==> src/vre_pkg.sv <==
// Package for the virtqueue ring engine: command and result codes, FSM states.
// No dependencies.
package vre_pkg;

    localparam int IDX_W       = 16;
    localparam int MAX_RESULTS = 16;
    localparam int TABLE_DEPTH = 16;
    localparam int CNT_W       = 5;

    localparam logic CMD_SUBMIT = 1'b0;
    localparam logic CMD_KICK   = 1'b1;

    localparam logic [1:0] KIND_ACK   = 2'd0;
    localparam logic [1:0] KIND_USED  = 2'd1;
    localparam logic [1:0] KIND_EMPTY = 2'd2;

    typedef enum logic [2:0] {
        S_IDLE,
        S_SUB,
        S_EMPTY,
        S_RING,
        S_LEN,
        S_EMIT
    } state_t;

endpackage

==> src/vre_ram.sv <==
// Simple dual-port synchronous RAM, one write and one registered read per cycle.
// No dependencies.
module vre_ram #(
    parameter int DEPTH = 16,
    parameter int WIDTH = 32
) (
    input  logic                     clk,
    input  logic                     we,
    input  logic [$clog2(DEPTH)-1:0] waddr,
    input  logic [WIDTH-1:0]         wdata,
    input  logic [$clog2(DEPTH)-1:0] raddr,
    output logic [WIDTH-1:0]         rdata
);

    logic [WIDTH-1:0] mem [DEPTH];

    always_ff @(posedge clk)
    begin
        if (we)
        begin
            mem[waddr] <= wdata;
        end
        rdata <= mem[raddr];
    end

endmodule

==> src/virtqueue_ring_engine.sv <==
// Top level of the split-virtqueue engine: control FSM, ring indices, result register.
// Depends on vre_pkg and vre_ram (descriptor length table and available ring).
//
//  channel | direction | handshake          | payload
//  in      | input     | in_valid/in_ready  | cmd, desc_index, buffer_len
//  out     | output    | out_valid/out_ready| result_kind .. kick_count
//
// A submit is accepted, then the table and ring are written (unless the ring is full) with the acknowledgement.
// A kick passes S_RING, S_LEN and S_EMIT once per used element (up to 16); an empty kick goes through S_EMPTY.
// Each element waits on the ring read, then the dependent length-table read.
// rst_n clears indices, totals and the FSM; memory contents are undefined until written.
// A stalled output holds the FSM in S_SUB, S_EMPTY or S_EMIT; input is taken only when idle.
module virtqueue_ring_engine
    import vre_pkg::*;
#(
    parameter int RING_DEPTH = 16
) (
    input  logic        clk,
    input  logic        rst_n,
    input  logic        in_valid,
    output logic        in_ready,
    input  logic        cmd,
    input  logic [3:0]  desc_index,
    input  logic [31:0] buffer_len,
    output logic        out_valid,
    input  logic        out_ready,
    output logic [1:0]  result_kind,
    output logic        accepted,
    output logic [3:0]  used_id,
    output logic [31:0] used_len,
    output logic [3:0]  done_slot,
    output logic        last,
    output logic [63:0] total_bytes,
    output logic [63:0] kick_count
);

    localparam int SW = $clog2(RING_DEPTH);

    state_t state_reg, state_next;

    logic [IDX_W-1:0] avail_idx_reg, consume_idx_reg, used_idx_reg;
    logic [SW-1:0]    avail_slot_reg, consume_slot_reg, done_slot_reg;
    logic [63:0]      byte_total_reg, kicks_reg;
    logic [CNT_W-1:0] todo_reg, cnt_reg;
    logic [3:0]       desc_reg;
    logic [31:0]      blen_reg;
    logic             out_valid_reg;

    logic [1:0]       kind_reg;
    logic             acc_reg, last_reg;
    logic [3:0]       id_reg, slot_out_reg;
    logic [31:0]      len_reg;
    logic [63:0]      total_out_reg, kicks_out_reg;

    logic [IDX_W-1:0] pending;
    logic             ring_full;
    logic [CNT_W-1:0] todo_calc;
    logic             out_free;
    logic             in_fire;
    logic             sub_fire, sub_ok, empty_fire, emit_fire, last_elem;
    logic [3:0]       ring_q;
    logic [31:0]      len_q;
    logic [63:0]      total_sum;
    logic [SW+3:0]    slot_ext;

    function automatic logic [SW-1:0] slot_step(input logic [SW-1:0] slot,
                                                input logic [IDX_W-1:0] idx);
        logic [SW-1:0] r;
        if (idx == {IDX_W{1'b1}} || slot == SW'(RING_DEPTH - 1))
        begin
            r = '0;
        end
        else
        begin
            r = slot + 1'b1;
        end
        return r;
    endfunction

    vre_ram #(
        .DEPTH (RING_DEPTH),
        .WIDTH (4)
    ) u_avail_ring (
        .clk   (clk),
        .we    (sub_ok),
        .waddr (avail_slot_reg),
        .wdata (desc_reg),
        .raddr (consume_slot_reg),
        .rdata (ring_q)
    );

    vre_ram #(
        .DEPTH (TABLE_DEPTH),
        .WIDTH (32)
    ) u_len_table (
        .clk   (clk),
        .we    (sub_ok),
        .waddr (desc_reg),
        .wdata (blen_reg),
        .raddr (ring_q),
        .rdata (len_q)
    );

    assign pending   = avail_idx_reg - consume_idx_reg;
    assign ring_full = pending >= IDX_W'(RING_DEPTH);
    assign todo_calc = (pending > IDX_W'(MAX_RESULTS)) ? CNT_W'(MAX_RESULTS)
                                                       : pending[CNT_W-1:0];
    assign out_free  = !out_valid_reg || out_ready;
    assign in_fire   = in_valid && in_ready;
    assign last_elem = cnt_reg == (todo_reg - 1'b1);
    assign total_sum = byte_total_reg + {32'd0, len_q};
    assign slot_ext  = {4'd0, done_slot_reg};

    always_comb
    begin
        state_next = state_reg;
        case (state_reg)
            S_IDLE:
            begin
                if (in_valid)
                begin
                    if (cmd == CMD_SUBMIT)
                    begin
                        state_next = S_SUB;
                    end
                    else if (pending == '0)
                    begin
                        state_next = S_EMPTY;
                    end
                    else
                    begin
                        state_next = S_RING;
                    end
                end
            end
            S_SUB, S_EMPTY:
            begin
                if (out_free)
                begin
                    state_next = S_IDLE;
                end
            end
            S_RING:
            begin
                state_next = S_LEN;
            end
            S_LEN:
            begin
                state_next = S_EMIT;
            end
            S_EMIT:
            begin
                if (out_free)
                begin
                    state_next = last_elem ? S_IDLE : S_RING;
                end
            end
            default:
            begin
                state_next = S_IDLE;
            end
        endcase
    end

    always_comb
    begin
        in_ready   = 1'b0;
        sub_fire   = 1'b0;
        empty_fire = 1'b0;
        emit_fire  = 1'b0;
        case (state_reg)
            S_IDLE:
            begin
                in_ready = 1'b1;
            end
            S_SUB:
            begin
                sub_fire = out_free;
            end
            S_EMPTY:
            begin
                empty_fire = out_free;
            end
            S_EMIT:
            begin
                emit_fire = out_free;
            end
            default:
            begin
                in_ready = 1'b0;
            end
        endcase
        sub_ok = sub_fire && !ring_full;
    end

    always_ff @(posedge clk or negedge rst_n)
    begin
        if (!rst_n)
        begin
            state_reg        <= S_IDLE;
            avail_idx_reg    <= '0;
            consume_idx_reg  <= '0;
            used_idx_reg     <= '0;
            avail_slot_reg   <= '0;
            consume_slot_reg <= '0;
            done_slot_reg    <= '0;
            byte_total_reg   <= '0;
            kicks_reg        <= '0;
            todo_reg         <= '0;
            cnt_reg          <= '0;
            out_valid_reg    <= 1'b0;
        end
        else
        begin
            state_reg <= state_next;
            if (in_fire && cmd == CMD_KICK)
            begin
                kicks_reg <= kicks_reg + 64'd1;
                todo_reg  <= todo_calc;
                cnt_reg   <= '0;
            end
            if (sub_ok)
            begin
                avail_idx_reg  <= avail_idx_reg + 1'b1;
                avail_slot_reg <= slot_step(avail_slot_reg, avail_idx_reg);
            end
            if (emit_fire)
            begin
                byte_total_reg   <= total_sum;
                consume_idx_reg  <= consume_idx_reg + 1'b1;
                consume_slot_reg <= slot_step(consume_slot_reg, consume_idx_reg);
                used_idx_reg     <= used_idx_reg + 1'b1;
                done_slot_reg    <= slot_step(done_slot_reg, used_idx_reg);
                cnt_reg          <= cnt_reg + 1'b1;
            end
            if (sub_fire || empty_fire || emit_fire)
            begin
                out_valid_reg <= 1'b1;
            end
            else if (out_ready)
            begin
                out_valid_reg <= 1'b0;
            end
        end
    end

    always_ff @(posedge clk)
    begin
        if (in_fire)
        begin
            desc_reg <= desc_index;
            blen_reg <= buffer_len;
        end
        if (sub_fire || empty_fire)
        begin
            kind_reg      <= sub_fire ? KIND_ACK : KIND_EMPTY;
            acc_reg       <= sub_ok;
            id_reg        <= '0;
            len_reg       <= '0;
            slot_out_reg  <= '0;
            last_reg      <= 1'b1;
            total_out_reg <= byte_total_reg;
            kicks_out_reg <= kicks_reg;
        end
        else if (emit_fire)
        begin
            kind_reg      <= KIND_USED;
            acc_reg       <= 1'b0;
            id_reg        <= ring_q;
            len_reg       <= len_q;
            slot_out_reg  <= slot_ext[3:0];
            last_reg      <= last_elem;
            total_out_reg <= total_sum;
            kicks_out_reg <= kicks_reg;
        end
    end

    assign out_valid   = out_valid_reg;
    assign result_kind = kind_reg;
    assign accepted    = acc_reg;
    assign used_id     = id_reg;
    assign used_len    = len_reg;
    assign done_slot   = slot_out_reg;
    assign last        = last_reg;
    assign total_bytes = total_out_reg;
    assign kick_count  = kicks_out_reg;

endmodule

==> config.mk <==
export PLATFORM = sky130hd
export DESIGN_NAME = virtqueue_ring_engine
export DESIGN_NICKNAME = d
export VERILOG_FILES = /design/src/vre_pkg.sv /design/src/vre_ram.sv /design/src/virtqueue_ring_engine.sv
export SDC_FILE = /design/constraint.sdc
export NUM_CORES = 1
export LEC_CHECK = 0
export BUFFER_PORTS_ARGS = -buffer_cell sky130_fd_sc_hd__buf_2
export CAP_MARGIN = 10
export CORE_UTILIZATION = 60
export CTS_BUF_LIST = sky130_fd_sc_hd__clkbuf_8 sky130_fd_sc_hd__clkbuf_16
export DETAILED_ROUTE_END_ITERATION = 10
export GPL_TIMING_DRIVEN = 0
export PLACE_DENSITY = 0.76
export SLEW_MARGIN = 20
export SYNTH_ARGS = -nofsm -noshare
export SYNTH_HDL_FRONTEND = slang
export SYNTH_SLANG_ARGS = --single-unit
==> constraint.sdc <==
create_clock -name clk -period 14.6 [get_ports clk]
set_input_delay 2.19 -clock clk [delete_from_list [all_inputs] [get_ports clk]]
set_output_delay 2.19 -clock clk [all_outputs]
set_load 0.02 [all_outputs]
## Word-level counts from Yosys, hierarchy flattened

Memories as Yosys holds them, arrays and structs flattened. A register that Yosys moved wholly into a read port is not among the register bits.
Cells that the tools add are included.

- Flip-flop bits (word level): 410
- Memory bits (writable): 576
- Input port bits: 41
- Output and inout bits: 174
- Memories kept: 2

- Add/subtract/negate cells: 11
- $lt $le $gt $ge: 2
- Eq/ne operators: 15
- Muxes and demuxes: 30
- Reductions and logical operators: 18

Memory list:

| name | depth | width | read ports | clocked after Yosys merged registers in | wr ports | RTL line | source |
|---|---|---|---|---|---|---|---|
| u_len_table.mem | 16 | 32 | 1 | 1 | 1 | vre_ram.sv:15 | `logic [WIDTH-1:0] mem [DEPTH];` |
| u_avail_ring.mem | 16 | 4 | 1 | 1 | 1 | vre_ram.sv:15 |  |

Operators by type and width:

| operator | count |
|---|---|
| $mux 64 | 4 |
| $add 64x1->64 const B | 1 |
| $add 64x32->64 | 1 |
| $add 16x1->16 const B | 3 |
| $eq 16x16->1 const B | 3 |
| $ge 16x5->1 const B | 1 |
| $gt 16x5->1 const B | 1 |
| $logic_not 16->1 | 1 |
| $sub 16x16->16 | 1 |
| $mux 5 | 3 |
| $pmux 3 s5 | 1 |
| $add 4x1->4 const B | 3 |
| $eq 4x4->1 const B | 3 |
| $mux 4 | 3 |
| $mux 1 | 11 |
| $mux 2 | 5 |
| $mux 3 | 3 |
| $eq 3x2->1 const B | 2 |
| $eq 3x3->1 const B | 2 |
| $logic_or 1x1->1 | 6 |
| $ne 2x2->1 const B | 3 |
| $reduce_bool 2->1 | 3 |
| $add 5x1->5 const B | 1 |
| $eq 5x5->1 | 1 |
| 7 further kinds | 10 |

## Longest topological paths before layout

- Word-level depth: 6
- Mapped depth: 14
- Mapped depth without buffers: 12

## Modules after synthesis

From an unflattened synthesis, not the netlist that was laid out.

- Cells, all modules: 2680
- Area, all modules: 41658.7 µm²

Modules (own cells, without submodules):

| module | times used | cells an instance | area each (µm²) |
|---|---|---|---|
| vre_ram at u_len_table | 1 | 838 | 19854.0 |
| virtqueue_ring_engine | 1 | 1712 | 19138.4 |
| vre_ram at u_avail_ring | 1 | 130 | 2666.3 |

## Worst setup path after synthesis

OpenSTA, ideal clock, no wires.

- Kind: input to register
- From: input in_valid
- To: register kicks_reg[63]
- Setup time: 123 ps
- Data arrival time: 8428 ps
- Setup slack: 6049 ps
- Stages: 9
- Buffers on the path: 1
- Path through: nor4b_1 nand2_1 or2_2 clkbuf_1 nor3_2 nand2_1 nor2_1 nand4_1 xnor2_1

- Word-level cells in the longest chain between the ends: 2

RTL lines:

| item | RTL line | source |
|---|---|---|
| start, declared | virtqueue_ring_engine.sv:20 | `input logic in_valid,` |
| $logic_and 1x1->1 | virtqueue_ring_engine.sv:109 | `assign in_fire = in_valid && in_ready;` |
| $logic_and 1x1->1 | virtqueue_ring_engine.sv:216 | `if (in_fire && cmd == CMD_KICK)` |
| end signal, assigned | virtqueue_ring_engine.sv:218 | `kicks_reg <= kicks_reg + 64'd1;` |
| end, declared | virtqueue_ring_engine.sv:43 | `logic [63:0] byte_total_reg, kicks_reg;` |

Every way passes these cells.
A chain may end at the register's enable or synchronous reset.

## Worst setup path after layout

- From: input out_ready
- To: register total_out_reg[16], in the netlist total_bytes[16] (enable)

- Word-level cells in the longest chain between the ends: 4

RTL lines:

| item | RTL line | source |
|---|---|---|
| start, declared | virtqueue_ring_engine.sv:26 | `input logic out_ready,` |
| $logic_or 1x1->1 (*) | virtqueue_ring_engine.sv:108 | `assign out_free = !out_valid_reg \|\| out_ready;` |
| $mux 1 | virtqueue_ring_engine.sv:171 | `case (state_reg)` |
| $logic_or 1x1->1 | virtqueue_ring_engine.sv:254 | `if (sub_fire \|\| empty_fire)` |
| $reduce_bool 2->1 (no line) (*) | n/a |  |
| end signal, assigned | virtqueue_ring_engine.sv:262 | `total_out_reg <= byte_total_reg;` |
| end signal, assigned | virtqueue_ring_engine.sv:273 | `total_out_reg <= total_sum;` |
| end, declared | virtqueue_ring_engine.sv:53 | `logic [63:0] total_out_reg, kicks_out_reg;` |

Mark *: on every way between the ends. The rest lies on a longest branch, timed or not.

==> impl_summary.txt <==
----------------------------------------------------
[Status]
  Run status ... finished, final reports clean

[STA]
  Count of endpoints failing hold in the final timing report ... 0
  Final-layout setup total negative slack ... 0 ns
  Worst setup margin ... 9.22 ns
  Post-route fraction of the period consumed by the critical path ... 0.368
  RSZ-0062 raised after global routing ... no
  Max Clock Skew ... 0.0437 ns
  Final setup violation count ... 0
  Fin crit period ... 5.38 ns
  Peak clock frequency supported by timing ... 186 MHz
  Count of final max-slew check failures ... 0
  Actual slew at the worst max-slew pin ... 1.08 ns
  Worst slew margin relative to its limit ... 0.283

[Worst setup path]
  Endpoint of the lowest-slack register-to-register path ... u_len_table.mem[4][18]
  CP Launch Type ... primary input
  Gate family responsible for the most delay along the worst path ... buffers and inverters
  WP data arrival ... 5.77 ns
  Beginning of the worst register-to-register path ... consume_idx_reg[1]
  Worst path buffer plus inverter count ... 6
  Critical path start-end classification ... primary input to register
  Worst Reg2Reg Path Length in Cells ... 15
  Crit. path cell count ... 9
  Worst path required time ... 14.99 ns
  Slowest cell on crit path ... sky130_fd_sc_hd__clkbuf_1
  Longest individual stage delay on the worst path ... 0.68 ns
  Worst R2R Setup Slack ... 9.25 ns
  CP cell instances ... buf_2 > nor2b_1 > or3_1 > clkbuf_1 > clkbuf_1 > clkbuf_1 > nand2_4 > buf_12 > buf_16
  Sort of element at the end of the critical path ... register
  Crit path max fanout ... 57
  Most Frequent Cell on Critical Path ... sky130_fd_sc_hd__clkbuf_1

[Global route]
  First-pass GRT wire length ... 156000 um
  Largest net degree at the start of global routing ... 98
  Initial antenna violation count ... 3
  Number of global-route vias before repair ... 26000
  GRT Resource Usage Total ... 0.297
  Total congestion overflow ... 0

[Cells and area]
  Share of layout cells above drive strength 1 ... 0.203
  Area occupied by multi-input gates ... 12300 um2
  Design Area, Final ... 48300 um2
  Fin util ... 0.702
  Flip-flop count of the largest register, all copies and words added ... 512
  Fillcell total ... 4316
  Growth of design area from synthesis to finish ... 15.7%
  Final antenna diode count ... 0
  Reg with most FFs ... u_len_table.mem
  Final net count ... 3191
  Area taken by flip-flops and latches ... 28900 um2

[Route]
  Total via count after detailed routing ... 25500
  Number of vias per cell after detailed routing ... 6.21
  Uppermost signal routing layer after detailed routing ... met5
  Overall routed net length ... 103000 um
  Iteration count of the initial detailed-routing pass ... 5
  Post-route antenna net violation count ... 0
  Initial DRC count ... 2643
  Met3 routed wirelength ... 8160 um
  Post-DR wirelength/cell ... 25.2 um
  DRC violations left ... 0
  Routed metal-1 wirelength ... 38900 um
  Met2 WL ... 52400 um

[Clock network]
  TritonCTS clock tree ... built
  Post-CTS clock slew at the launch and capture registers of the worst setup and hold paths ... 0.06 ns
  Cts-stage hold buffer count ... 0
  Clock root buffer ... sky130_fd_sc_hd__clkbuf_16
  Clock insertion delay at the later pin of the skew report ... 0.69 ns
  Post-CTS setup buffers ... 0
  Number of CTS-inserted buffers ... 101
  Count of clock tree sinks ... 1022
  Resize count post-CTS ... 0
  Bufs on Longest Clock Path ... 3
  Level count of the clock H-tree ... 3

[Job]
  Maximum capacitance violations ... 0

[Floorplanning]
  Die extent in y ... 266 um
  Floorplan die area ... 70600 um2
  Cell row count ... 96
  Number of ports placed on the die boundary ... 215
  Placeable core region ... 68700 um2
  Initial core utilization ... 0.607
  Die X ... 266 um

[Hold path]
  Number of cells traversed by the worst hold path ... 0
  Critical hold path startpoint ... kicks_reg[7]
  End of the worst hold path ... kick_count[7]
  Classification of the worst-slack hold path ... register to register

[Synthesis]
  Count of unique library cells instantiated by Yosys ... 72
  Post-synth top area cell ... sky130_fd_sc_hd__edfxtp_1
  Proportion of register bits with asynchronous set or reset after synthesis ... 0.198
  Cells taking the most area after synthesis ... sky130_fd_sc_hd__edfxtp_1, sky130_fd_sc_hd__dfrtp_1, sky130_fd_sc_hd__mux4_2
  Ys Warns ... 0
  Number of nets produced by synthesis ... 2821
  Main synth FF type ... sky130_fd_sc_hd__edfxtp_1
  Average cell area after synthesis ... 15.3 um2
  Seq/Total Area, Yosys ... 0.693
  Number of enable flip-flop cells after synthesis ... 743
  Flip-flop and latch count after synthesis ... 1022
  Share of Yosys cell area claimed by the top area cell type ... 0.535
  Cell area after synthesis ... 41700 um2
  Count of mapped cells out of synthesis ... 2719

[Placement]
  Gp weighted congestion ... 0.903
  Pre-CTS setup slack ... 8.56 ns
  DPL Wire Length ... 68000 um
  Placed Instance Area ... 44900 um2
  Count of buffers inserted at the top-level ports ... 214

[Power]
  Leakage Power ... 18.2 nW
  Max IR drop VDD ... 0.000203 V
  Power density normalized to cell area ... 203 nW/um2

----------------------------------------------------
## cell usage after synthesis (11+ instances only)
cell	number
sky130_fd_sc_hd__nand4_1	48
sky130_fd_sc_hd__clkbuf_1	79
sky130_fd_sc_hd__o21ai_0	57
sky130_fd_sc_hd__buf_1	21
sky130_fd_sc_hd__nand3_1	120
sky130_fd_sc_hd__dfxtp_1	77
sky130_fd_sc_hd__a21o_1	23
sky130_fd_sc_hd__xor2_1	64
sky130_fd_sc_hd__nor4_1	22
sky130_fd_sc_hd__a21oi_1	52
sky130_fd_sc_hd__nand2_1	367
sky130_fd_sc_hd__mux2_2	14
sky130_fd_sc_hd__nand2b_1	14
sky130_fd_sc_hd__or3_1	11
sky130_fd_sc_hd__nor3_1	51
sky130_fd_sc_hd__mux4_2	168
sky130_fd_sc_hd__and3_1	42
sky130_fd_sc_hd__mux2i_1	17
sky130_fd_sc_hd__edfxtp_1	743
sky130_fd_sc_hd__xnor2_1	152
sky130_fd_sc_hd__ha_1	59
sky130_fd_sc_hd__nor2_1	109
sky130_fd_sc_hd__o211ai_1	11
sky130_fd_sc_hd__inv_1	46
sky130_fd_sc_hd__dfrtp_1	202
## how the worst max path moves through the flow
stage | startpoint | endpoint | slack (ns)
2_1_floorplan | in_valid | kicks_reg[63] | 6.05
3_3_place_gp | in_valid | kicks_reg[63] | -0.14
6_report | out_ready | total_bytes[16] | 9.22
3_5_place_dp | out_ready | total_bytes[13] | 8.56
4_1_cts | consume_idx_reg[8] | u_len_table.mem[4][18] | 9.23
5_1_grt | consume_idx_reg[3] | u_len_table.mem[4][18] | 8.93
## layout by cell type, fill, tap and decap left out, drive strengths merged, types with 9 or more instances in the layout
cell type and count:
buf 291, nand3 121, mux2i 17, edfxtp 743, or3 11, and4 9
dfxtp 77, clkbuf 196, nor2 109, mux4 168, nand2 367, ha 59
nand4 48, o211ai 11, xor2 64, nor3 52, a21oi 53, nor4 23
inv 73, nor2b 10, mux2 14, dfrtp 202, o21ai 58, nand2b 14
clkinv 40, and3 42, a21o 23, and2 9, xnor2 152
## power by group
part           internal (mW)  leakage [nW]  switching [mW]  total (mW)
combinational           1.20          6.42            2.03        3.23
sequential              3.71          10.1           0.302        4.01
clock                   1.45          1.72            1.13        2.58
## worst register-to-register path, delay by kind of cell, from the launching register on
family | cells | cell delay [ns]
compound gates | 3 | 0.97
fa+ha+maj | 1 | 0.27
simple gates | 6 | 2.45
buf+inv | 5 | 0.97
flops | 1 | 0.42
## through the flow
stage | cells | hold slack, ns | power (mW)
2_1_floorplan | 2719 | 0.420 | 6.16
3_5_place_dp | 3915 | 0.430 | 7.22
5_1_grt | 4104 | 0.445 | 10.2
4_1_cts | 4102 | 0.442 | 9.82
6_report | 4104 | 0.440 | 9.82
3_3_place_gp | 3864 | 0.430 | 7.15
## area by class of cell
class                   instances  share of cell area
flip-flops and latches       1022               0.599
plain buffers                 108             0.00928
repair buffers                267              0.0397
inverters                      47             0.00366
multi-input cells            1542               0.255
clock buffers                 112              0.0557
well taps                     931              0.0241
clock inverters                75              0.0130
## layer usage
metal  GRT usage  vias up
met1       0.377    12900
met4       0.114        4
met3      0.0565      265
met5           0        -
li1            -    11000
met2       0.509     1319
## kinds of logic after synthesis
logic type | after synthesis | share of synthesized area
xor gates and xnor gates | 216 | 0.0453
adders and majority gates | 61 | 0.0187
and+or+nand+nor | 843 | 0.0950
AOI/OAI and AO/OA | 223 | 0.0347
muxes | 199 | 0.0986
DFF | 1022 | 0.693
buffers and inverters | 155 | 0.0148
Power figures use the tool's default switching activity.
